--- src/hdl/ws2812_pkg.sv ---
// shared types and constants of the ws2812 chain driver
`default_nettype none
package ws2812_pkg;

    // chain length and frame store geometry
    localparam int LED_COUNT = 64;
    localparam int LED_AW    = (LED_COUNT > 1) ? $clog2(LED_COUNT) : 1;
    localparam int IDX_W     = 8;
    localparam int WORD_W    = 24;
    localparam int BIT_W     = 5;
    localparam int TICK_W    = 10;
    localparam int CFG_IDX_W = 2;

    localparam logic [BIT_W-1:0]  BIT_LAST = BIT_W'(WORD_W - 1);
    localparam logic [LED_AW-1:0] LED_LAST = LED_AW'(LED_COUNT - 1);

    // configuration register reset values
    localparam logic [TICK_W-1:0] PERIOD_RST    = 10'd125;
    localparam logic [TICK_W-1:0] ONE_HIGH_RST  = 10'd83;
    localparam logic [TICK_W-1:0] ZERO_HIGH_RST = 10'd41;

    // configuration register indexes
    typedef enum logic [CFG_IDX_W-1:0] {
        CFG_PERIOD    = 2'd0,
        CFG_ONE_HIGH  = 2'd1,
        CFG_ZERO_HIGH = 2'd2,
        CFG_UNUSED    = 2'd3
    } t_cfg_idx;

    // request codes
    typedef enum logic [1:0] {
        REQ_TICK  = 2'd0,
        REQ_WRITE = 2'd1,
        REQ_START = 2'd2,
        REQ_NOP   = 2'd3
    } t_req;

    // how the pin level of a result is formed
    typedef enum logic [1:0] {
        PIN_HOLD = 2'd0,
        PIN_LOW  = 2'd1,
        PIN_WAVE = 2'd2
    } t_pin_op;

    // control handed from the sequencer to the pin stage
    typedef struct packed {
        t_pin_op           pin_op;
        logic [BIT_W-1:0]  bit_pos;
        logic [TICK_W-1:0] tick_cnt;
        logic              busy;
        logic              done;
        logic              rej;
    } t_s1_ctl;

endpackage
`default_nettype wire

--- src/hdl/ws2812_frame_store.sv ---
// frame store: one grb word per led, synchronous read, valid bits for reset
`default_nettype none
module ws2812_frame_store (
    input  wire logic                          i_clk,
    input  wire logic                          i_rst_n,
    input  wire logic                          i_we,
    input  wire logic [ws2812_pkg::LED_AW-1:0] i_waddr,
    input  wire logic [ws2812_pkg::WORD_W-1:0] i_wdata,
    input  wire logic                          i_re,
    input  wire logic [ws2812_pkg::LED_AW-1:0] i_raddr,
    output logic      [ws2812_pkg::WORD_W-1:0] o_rdata
);
    import ws2812_pkg::*;

    logic [WORD_W-1:0]    r_mem [LED_COUNT];
    logic [LED_COUNT-1:0] r_vld;
    logic [WORD_W-1:0]    r_rdata;
    logic                 r_rd_vld;

    // storage write and registered read
    always_ff @(posedge i_clk) begin
        if (i_we) begin
            r_mem[i_waddr] <= i_wdata;
        end
        if (i_re) begin
            r_rdata <= r_mem[i_raddr];
        end
    end

    // valid bits, cleared at reset so unwritten leds read as off
    always_ff @(posedge i_clk) begin
        if (!i_rst_n) begin
            r_vld    <= '0;
            r_rd_vld <= 1'b0;
        end else begin
            if (i_we) begin
                r_vld[i_waddr] <= 1'b1;
            end
            if (i_re) begin
                r_rd_vld <= r_vld[i_raddr];
            end
        end
    end

    assign o_rdata = r_rd_vld ? r_rdata : '0;

endmodule
`default_nettype wire

--- src/hdl/ws2812_seq.sv ---
// request decode and frame position counters
`default_nettype none
module ws2812_seq (
    input  wire logic                          i_clk,
    input  wire logic                          i_rst_n,
    input  wire logic                          i_accept,
    input  wire logic [1:0]                    i_req_type,
    input  wire logic [ws2812_pkg::IDX_W-1:0]  i_led_index,
    input  wire logic [7:0]                    i_green,
    input  wire logic [7:0]                    i_red,
    input  wire logic [7:0]                    i_blue,
    input  wire logic [ws2812_pkg::TICK_W-1:0] i_bit_period,
    output ws2812_pkg::t_s1_ctl                o_ctl,
    output logic                               o_we,
    output logic      [ws2812_pkg::LED_AW-1:0] o_waddr,
    output logic      [ws2812_pkg::WORD_W-1:0] o_wdata,
    output logic      [ws2812_pkg::LED_AW-1:0] o_raddr
);
    import ws2812_pkg::*;

    logic [LED_AW-1:0] r_led_pos, n_led_pos;
    logic [BIT_W-1:0]  r_bit_pos, n_bit_pos;
    logic [TICK_W-1:0] r_tick_cnt, n_tick_cnt;
    logic              r_sending, n_sending;
    logic [TICK_W:0]   w_tick_inc;
    logic              w_bit_end;
    logic              w_idx_bad;

    assign w_tick_inc = {1'b0, r_tick_cnt} + 1'b1;
    assign w_bit_end  = w_tick_inc >= {1'b0, i_bit_period};
    assign w_idx_bad  = {1'b0, i_led_index} >= (IDX_W + 1)'(LED_COUNT);

    // store access for the current transfer
    assign o_waddr = i_led_index[LED_AW-1:0];
    assign o_wdata = {i_green, i_red, i_blue};
    assign o_raddr = r_led_pos;

    // next position and result control
    always_comb begin
        n_led_pos      = r_led_pos;
        n_bit_pos      = r_bit_pos;
        n_tick_cnt     = r_tick_cnt;
        n_sending      = r_sending;
        o_we           = 1'b0;
        o_ctl.pin_op   = PIN_HOLD;
        o_ctl.bit_pos  = r_bit_pos;
        o_ctl.tick_cnt = r_tick_cnt;
        o_ctl.done     = 1'b0;
        o_ctl.rej      = 1'b0;
        unique case (t_req'(i_req_type))
            REQ_TICK: begin
                if (r_sending) begin
                    o_ctl.pin_op = PIN_WAVE;
                    if (w_bit_end) begin
                        n_tick_cnt = '0;
                        if (r_bit_pos == BIT_LAST) begin
                            n_bit_pos = '0;
                            if (r_led_pos == LED_LAST) begin
                                n_led_pos    = '0;
                                n_sending    = 1'b0;
                                o_ctl.pin_op = PIN_LOW;
                                o_ctl.done   = 1'b1;
                            end else begin
                                n_led_pos = r_led_pos + 1'b1;
                            end
                        end else begin
                            n_bit_pos = r_bit_pos + 1'b1;
                        end
                    end else begin
                        n_tick_cnt = w_tick_inc[TICK_W-1:0];
                    end
                end else begin
                    o_ctl.pin_op = PIN_LOW;
                end
            end
            REQ_WRITE: begin
                if (r_sending || w_idx_bad) begin
                    o_ctl.rej = 1'b1;
                end else begin
                    o_we = i_accept;
                end
            end
            REQ_START: begin
                if (r_sending) begin
                    o_ctl.rej = 1'b1;
                end else begin
                    n_sending    = 1'b1;
                    n_led_pos    = '0;
                    n_bit_pos    = '0;
                    n_tick_cnt   = '0;
                    o_ctl.pin_op = PIN_LOW;
                end
            end
            REQ_NOP: begin
            end
        endcase
        o_ctl.busy = n_sending;
    end

    // position registers advance on each transfer
    always_ff @(posedge i_clk) begin
        if (!i_rst_n) begin
            r_led_pos  <= '0;
            r_bit_pos  <= '0;
            r_tick_cnt <= '0;
            r_sending  <= 1'b0;
        end else if (i_accept) begin
            r_led_pos  <= n_led_pos;
            r_bit_pos  <= n_bit_pos;
            r_tick_cnt <= n_tick_cnt;
            r_sending  <= n_sending;
        end
    end

`ifndef ASSERT_OFF
    a_bit_range: assert property (@(posedge i_clk) disable iff (!i_rst_n)
        r_bit_pos <= BIT_LAST)
        else $error("bit position past last bit");
    a_led_range: assert property (@(posedge i_clk) disable iff (!i_rst_n)
        r_led_pos <= LED_LAST)
        else $error("led position past end of chain");
    a_no_write_busy: assert property (@(posedge i_clk) disable iff (!i_rst_n)
        o_we |-> !r_sending && i_accept)
        else $error("frame store written during a frame");
    a_start_clears: assert property (@(posedge i_clk) disable iff (!i_rst_n)
        (i_accept && !r_sending && t_req'(i_req_type) == REQ_START)
        |=> r_sending && r_tick_cnt == '0 && r_bit_pos == '0)
        else $error("start did not reset frame position");
`endif

endmodule
`default_nettype wire

--- src/hdl/ws2812_led_chain_driver.sv ---
// top level of the ws2812 chain driver: config, pin stage and output register
`default_nettype none
// Drives a ws2812 chain on one pin from a frame store of LED_COUNT grb words.
// Requests (tick, pixel write, start) are taken one per cycle back to back
// while o_in_ready is high; each transfer yields one result: the sequencer
// updates the frame position and reads the current led word from the frame
// store, which registers it beside the pin stage control register, and the pin
// level is formed from the registered read data and lands in the output
// register. The store reads as zero after reset through per-entry valid bits,
// so there is no clearing pass. Configuration writes take effect at the next
// transfer and belong in idle periods.
module ws2812_led_chain_driver (
    input  wire logic                             i_clk,
    input  wire logic                             i_rst_n,
    input  wire logic                             i_cfg_we,
    input  wire logic [ws2812_pkg::CFG_IDX_W-1:0] i_cfg_index,
    input  wire logic [ws2812_pkg::TICK_W-1:0]    i_cfg_wdata,
    input  wire logic                             i_in_valid,
    output logic                                  o_in_ready,
    input  wire logic [1:0]                       i_req_type,
    input  wire logic [ws2812_pkg::IDX_W-1:0]     i_led_index,
    input  wire logic [7:0]                       i_green,
    input  wire logic [7:0]                       i_red,
    input  wire logic [7:0]                       i_blue,
    output logic                                  o_out_valid,
    input  wire logic                             i_out_ready,
    output logic                                  o_data_out,
    output logic                                  o_busy_res,
    output logic                                  o_frame_done,
    output logic                                  o_rejected
);
    import ws2812_pkg::*;

    logic [TICK_W-1:0] r_period, r_one_high, r_zero_high;
    t_s1_ctl           w_ctl;
    t_s1_ctl           r_s1;
    logic              r_s1_vld;
    logic              r_out_vld;
    logic              r_out_pin;
    logic              r_out_busy;
    logic              r_out_done;
    logic              r_out_rej;
    logic              w_accept;
    logic              w_out_free;
    logic              w_s1_move;
    logic              w_we;
    logic [LED_AW-1:0] w_waddr;
    logic [LED_AW-1:0] w_raddr;
    logic [WORD_W-1:0] w_wdata;
    logic [WORD_W-1:0] w_word;
    logic [BIT_W-1:0]  w_bit_sel;
    logic [TICK_W-1:0] w_high;
    logic              w_pin;

    // configuration registers
    always_ff @(posedge i_clk) begin
        if (!i_rst_n) begin
            r_period    <= PERIOD_RST;
            r_one_high  <= ONE_HIGH_RST;
            r_zero_high <= ZERO_HIGH_RST;
        end else if (i_cfg_we) begin
            unique case (t_cfg_idx'(i_cfg_index))
                CFG_PERIOD:    r_period    <= i_cfg_wdata;
                CFG_ONE_HIGH:  r_one_high  <= i_cfg_wdata;
                CFG_ZERO_HIGH: r_zero_high <= i_cfg_wdata;
                CFG_UNUSED:    begin
                end
            endcase
        end
    end

    // pipeline flow control
    assign w_out_free = !r_out_vld || i_out_ready;
    assign w_s1_move  = r_s1_vld && w_out_free;
    assign o_in_ready = !r_s1_vld || w_out_free;
    assign w_accept   = i_in_valid && o_in_ready;

    ws2812_seq u_seq (
        .i_clk        (i_clk),
        .i_rst_n      (i_rst_n),
        .i_accept     (w_accept),
        .i_req_type   (i_req_type),
        .i_led_index  (i_led_index),
        .i_green      (i_green),
        .i_red        (i_red),
        .i_blue       (i_blue),
        .i_bit_period (r_period),
        .o_ctl        (w_ctl),
        .o_we         (w_we),
        .o_waddr      (w_waddr),
        .o_wdata      (w_wdata),
        .o_raddr      (w_raddr)
    );

    ws2812_frame_store u_store (
        .i_clk   (i_clk),
        .i_rst_n (i_rst_n),
        .i_we    (w_we),
        .i_waddr (w_waddr),
        .i_wdata (w_wdata),
        .i_re    (w_accept),
        .i_raddr (w_raddr),
        .o_rdata (w_word)
    );

    // pin stage control register, aligned with the store read data
    always_ff @(posedge i_clk) begin
        if (!i_rst_n) begin
            r_s1_vld <= 1'b0;
        end else if (w_accept) begin
            r_s1_vld <= 1'b1;
        end else if (w_s1_move) begin
            r_s1_vld <= 1'b0;
        end
    end

    always_ff @(posedge i_clk) begin
        if (w_accept) begin
            r_s1 <= w_ctl;
        end
    end

    // waveform level for the current bit
    assign w_bit_sel = BIT_LAST - r_s1.bit_pos;
    assign w_high    = w_word[w_bit_sel] ? r_one_high : r_zero_high;

    always_comb begin
        unique case (r_s1.pin_op)
            PIN_HOLD: w_pin = r_out_pin;
            PIN_LOW:  w_pin = 1'b0;
            PIN_WAVE: w_pin = r_s1.tick_cnt < w_high;
            default:  w_pin = 1'b0;
        endcase
    end

    // output register, also holds the pin level between results
    always_ff @(posedge i_clk) begin
        if (!i_rst_n) begin
            r_out_vld  <= 1'b0;
            r_out_pin  <= 1'b0;
            r_out_busy <= 1'b0;
            r_out_done <= 1'b0;
            r_out_rej  <= 1'b0;
        end else begin
            if (w_s1_move) begin
                r_out_vld  <= 1'b1;
                r_out_pin  <= w_pin;
                r_out_busy <= r_s1.busy;
                r_out_done <= r_s1.done;
                r_out_rej  <= r_s1.rej;
            end else if (i_out_ready) begin
                r_out_vld <= 1'b0;
            end
        end
    end

    assign o_out_valid  = r_out_vld;
    assign o_data_out   = r_out_pin;
    assign o_busy_res   = r_out_busy;
    assign o_frame_done = r_out_done;
    assign o_rejected   = r_out_rej;

`ifndef ASSERT_OFF
    a_done_idle: assert property (@(posedge i_clk) disable iff (!i_rst_n)
        (r_out_vld && r_out_done) |-> (!r_out_busy && !r_out_pin))
        else $error("frame done while busy or pin high");
    a_done_rej: assert property (@(posedge i_clk) disable iff (!i_rst_n)
        r_out_vld |-> !(r_out_done && r_out_rej))
        else $error("frame done and rejected together");
    a_full_stall: assert property (@(posedge i_clk) disable iff (!i_rst_n)
        (r_s1_vld && r_out_vld && !i_out_ready) |-> !o_in_ready)
        else $error("transfer taken with both stages full");
    a_s1_hold: assert property (@(posedge i_clk) disable iff (!i_rst_n)
        (r_s1_vld && !w_out_free) |=> r_s1_vld)
        else $error("pin stage item lost while stalled");
`endif

endmodule
`default_nettype wire

--- config.mk ---
export PLATFORM = sky130hd
export DESIGN_NAME = ws2812_led_chain_driver
export DESIGN_NICKNAME = d
export VERILOG_FILES = /design/src/hdl/ws2812_pkg.sv /design/src/hdl/ws2812_frame_store.sv /design/src/hdl/ws2812_seq.sv /design/src/hdl/ws2812_led_chain_driver.sv
export SDC_FILE = /design/constraint.sdc
export NUM_CORES = 2
export LEC_CHECK = 0
export BUFFER_PORTS_ARGS = -buffer_cell sky130_fd_sc_hd__buf_2
export CAP_MARGIN = 15
export CORE_MARGIN = 5
export CORE_UTILIZATION = 63
export DETAILED_ROUTE_END_ITERATION = 16
export HOLD_SLACK_MARGIN = 0.08
export PLACE_DENSITY = 0.9
export SETUP_SLACK_MARGIN = 0.2
export SYNTH_ARGS = -nofsm -noshare
export SYNTH_HDL_FRONTEND = slang
export SYNTH_SLANG_ARGS = --single-unit
--- constraint.sdc ---
create_clock -name i_clk -period 5.7 [get_ports i_clk]
set_clock_uncertainty 0.1 [all_clocks]
set_input_delay 0.855 -clock i_clk [delete_from_list [all_inputs] [get_ports i_clk]]
set_output_delay 0.855 -clock i_clk [all_outputs]
set_load 0.02 [all_outputs]
==> impl_metrics.json <==
{
  "status": "complete, no violations",
  "grtUsageTotal_pct": 33.1,
  "ir_worst_vdd_uv": 320,
  "max_slew.worst_pin.slew_ns": 1.24,
  "path_class": "reg2reg",
  "grt_pass1_wl_mm": 260,
  "synth_top_area_share_pct": 72.4,
  "gp_congestion": 0.897,
  "finalPower_mw": 25.6,
  "powerDensity_nw_per_um2": 347,
  "whs_ns": 0.234,
  "cp_data_arrival_time_ns": 5.11,
  "p_leak_nw": 22.8,
  "ant_nets": 0,
  "layout.nets": 3161,
  "area_growth_pct": 12.6,
  "setup_viol": 0,
  "synthFlopType": "edfxtp_1",
  "first_global_vias": 34500,
  "synth.area.top_cells": "edfxtp_1, mux4_2, dfxtp_1",
  "route.detailed.drc": 0,
  "die_h_um": 333,
  "crit_required_ns": 6.25,
  "wire_per_inst_um": 39.5,
  "tns_ns": 0,
  "via_count": 34500,
  "cp_cell_sequence": "nand3_1, nor2_1, and3_1, nand3_1, xnor2_1, ha_1, nand2_1, nor3_1, a21oi_1, a21oi_1, o21ai_0, a32o_1",
  "synth.distinct_cells": 58,
  "crit_family": "compound AO/OA/AOI/OAI gates",
  "numPortBuffers": 56,
  "cp_slowest_cell": "a21oi_1",
  "synthArstFlopShare_pct": 0,
  "use_met2_pct": 53.0,
  "crit_buf_inv": 0,
  "drt-total-wl_mm": 182,
  "drv_slew": 0,
  "period_needed_ns": 4.56,
  "use_met3_pct": 8.97,
  "cts_num_sinks": 1703,
  "cts_hold_buf": 0,
  "syn-cell-area_um2": 65500,
  "multiInputGateArea_um2": 15100,
  "vias_per_cell": 7.49,
  "fmax_ghz": 0.219,
  "post_cts_resized": 0,
  "max-slew-margin-rel_pct": 17.4,
  "yosysTopAreaCell": "edfxtp_1",
  "dr.pass1.iters": 9,
  "start_util_pct": 63.3,
  "rsz0062_at_grt": "false",
  "final_core_util_pct": 71.3,
  "dieArea_um2": 111000,
  "grt.busiest_layer": "met2",
  "fin_crit_sh_pct": 80.0,
  "row_count": 118,
  "die_w_um": 333,
  "cts.clk_slew.worst_paths_ns": 0.06,
  "maxCapViolCount": 0,
  "dpl.hpwl_mm": 95.3,
  "stdcell_area_um2": 73800,
  "yosysSeqAreaShare_pct": 76.1,
  "worst_setup_path_start_kind": "flip-flop",
  "ys_ff_latch": 1703,
  "insertion_delay_ns": 0.80,
  "avgSynthCellArea_um2": 22.6,
  "overflow": 0,
  "fillers": 5197,
  "clock_path_buffers": 3,
  "post_cts_buffers": 0,
  "cp_max_fo": 13,
  "drt_iter0_markers": 6371,
  "grt_max_degree": 96,
  "antenna_found_initial": 16,
  "grtUsageMet1_pct": 42.9,
  "core_area_um2": 103000,
  "hp-class": "in2reg",
  "io_pins": 57,
  "synth_edf_count": 1580,
  "h-tree-depth": 4,
  "placed_area_um2": 68200,
  "end_kind": "flip-flop",
  "cts_tree": "yes",
  "cts_inserted_buffers": 161,
  "synth_warnings": 0,
  "mappedNetlistNets": 2971,
  "final_cell_mix": "edfxtp_1, mux4_2, clkbuf_16, dfxtp_1, buf_4",
  "cts-root-buf": "clkbuf_16",
  "synth_cells": 2895,
  "slowest_delay_ns": 0.98,
  "finalHoldViolations": 0,
  "final_common_cell": "edfxtp_1",
  "area.sequential_um2": 49900,
  "drive_above_1_share_pct": 31.7
}
[path summary, 6_finish.rpt]
| path | start | to | slack (ns) | cells past startpoint |
|---|---|---|---|---|
| max | u_seq.r_tick_cnt[2] | u_seq.r_bit_pos[2] | 1.14 | 12 |
| min reg2reg | r_zero_high[2] | r_zero_high[2] | 0.36 | 2 |
| max reg2reg | u_seq.r_tick_cnt[2] | u_seq.r_bit_pos[2] | 1.14 | 12 |
| min | i_cfg_wdata[5] | r_zero_high[5] | 0.23 | 3 |
[power by group]
part / internal (mW) / switching (mW) / leakage [nW]
clock network: 6.41 / 4.82 / 2.68
registers: 13.7 / 0.0263 / 15.2
logic: 0.203 / 0.445 / 4.87
[cell usage after synthesis (4+ instances only)]
| library cell | instances |
|---|---|
| edfxtp_1 | 1580 |
| mux4_2 | 522 |
| dfxtp_1 | 123 |
| clkbuf_1 | 93 |
| nand2_1 | 91 |
| nor2_1 | 82 |
| o21a_1 | 67 |
| buf_2 | 35 |
| ha_1 | 25 |
| mux2i_1 | 24 |
| a21boi_1 | 21 |
| nand3_1 | 21 |
| buf_1 | 20 |
| inv_1 | 18 |
| nand3b_1 | 15 |
| a21o_1 | 10 |
| a21oi_1 | 10 |
| nand4_1 | 10 |
| nor2b_1 | 10 |
| o21ai_0 | 9 |
| a31oi_1 | 7 |
| and3_1 | 7 |
| o21ai_1 | 7 |
| nor3_1 | 6 |
| nor3b_1 | 6 |
| a32o_1 | 5 |
| nand4b_1 | 5 |
| o211ai_1 | 5 |
| xor2_1 | 5 |
| buf_4 | 4 |
| buf_6 | 4 |
| nor4b_1 | 4 |
[metrics by stage]
stage	setup slack, ns	instances
floorplan	1.13	2895
global placement	1.51	4296
detailed placement	1.42	4296
CTS	1.41	4598
global route	0.995	4605
finish	1.14	4611
[tightest hold or removal path: stages]
cell     delay [ns]
buf_2          0.10
nand2_1        0.05
nand3_1        0.07
[final cells by class]
class | count | area share [%]
Sequential cell | 1703 | 67.7
Multi-Input combinational cell | 1018 | 20.4
Clock buffer | 219 | 6.12
Tap cell | 1380 | 2.34
Timing Repair Buffer | 183 | 2.04
Clock inverter | 83 | 1.30
Inverter | 18 | 0.0916
Antenna cell | 7 | 0.0237
[routing by layer]
| metal | routed length [µm] | up-vias |
|---|---|---|
| met2 | 88500 | 3483 |
| met3 | 23400 | 698 |
| met4 | 12100 | 8 |
| met5 | 59 | - |
| met1 | 58300 | 17700 |
| li1 | - | 12600 |
[kinds of logic (layout without fill, tap and decap cells)]
group,Yosys count,in the layout,synth area share (%)
other,0,7,0
DFF,1703,1703,76.1
buffers and inverters,174,503,1.13
adders and majority gates,25,25,0.477
muxes,546,546,18.3
and+or+nand+nor,276,276,2.04
AOI/OAI and AO/OA,163,163,1.80
xor gates and xnor gates,8,8,0.107
[state kept, by name, indices dropped and copies added, names as in the netlist, 5 cells and up]
name / cells
u_store.r_mem: 1536
u_store.r_vld: 64
u_store.r_rdata: 24
r_s1: 20
r_one_high: 10
r_period: 10
r_zero_high: 10
u_seq.r_tick_cnt: 10
u_seq.o_raddr: 6
u_seq.r_bit_pos: 5
(Power assumes the default switching activity.)
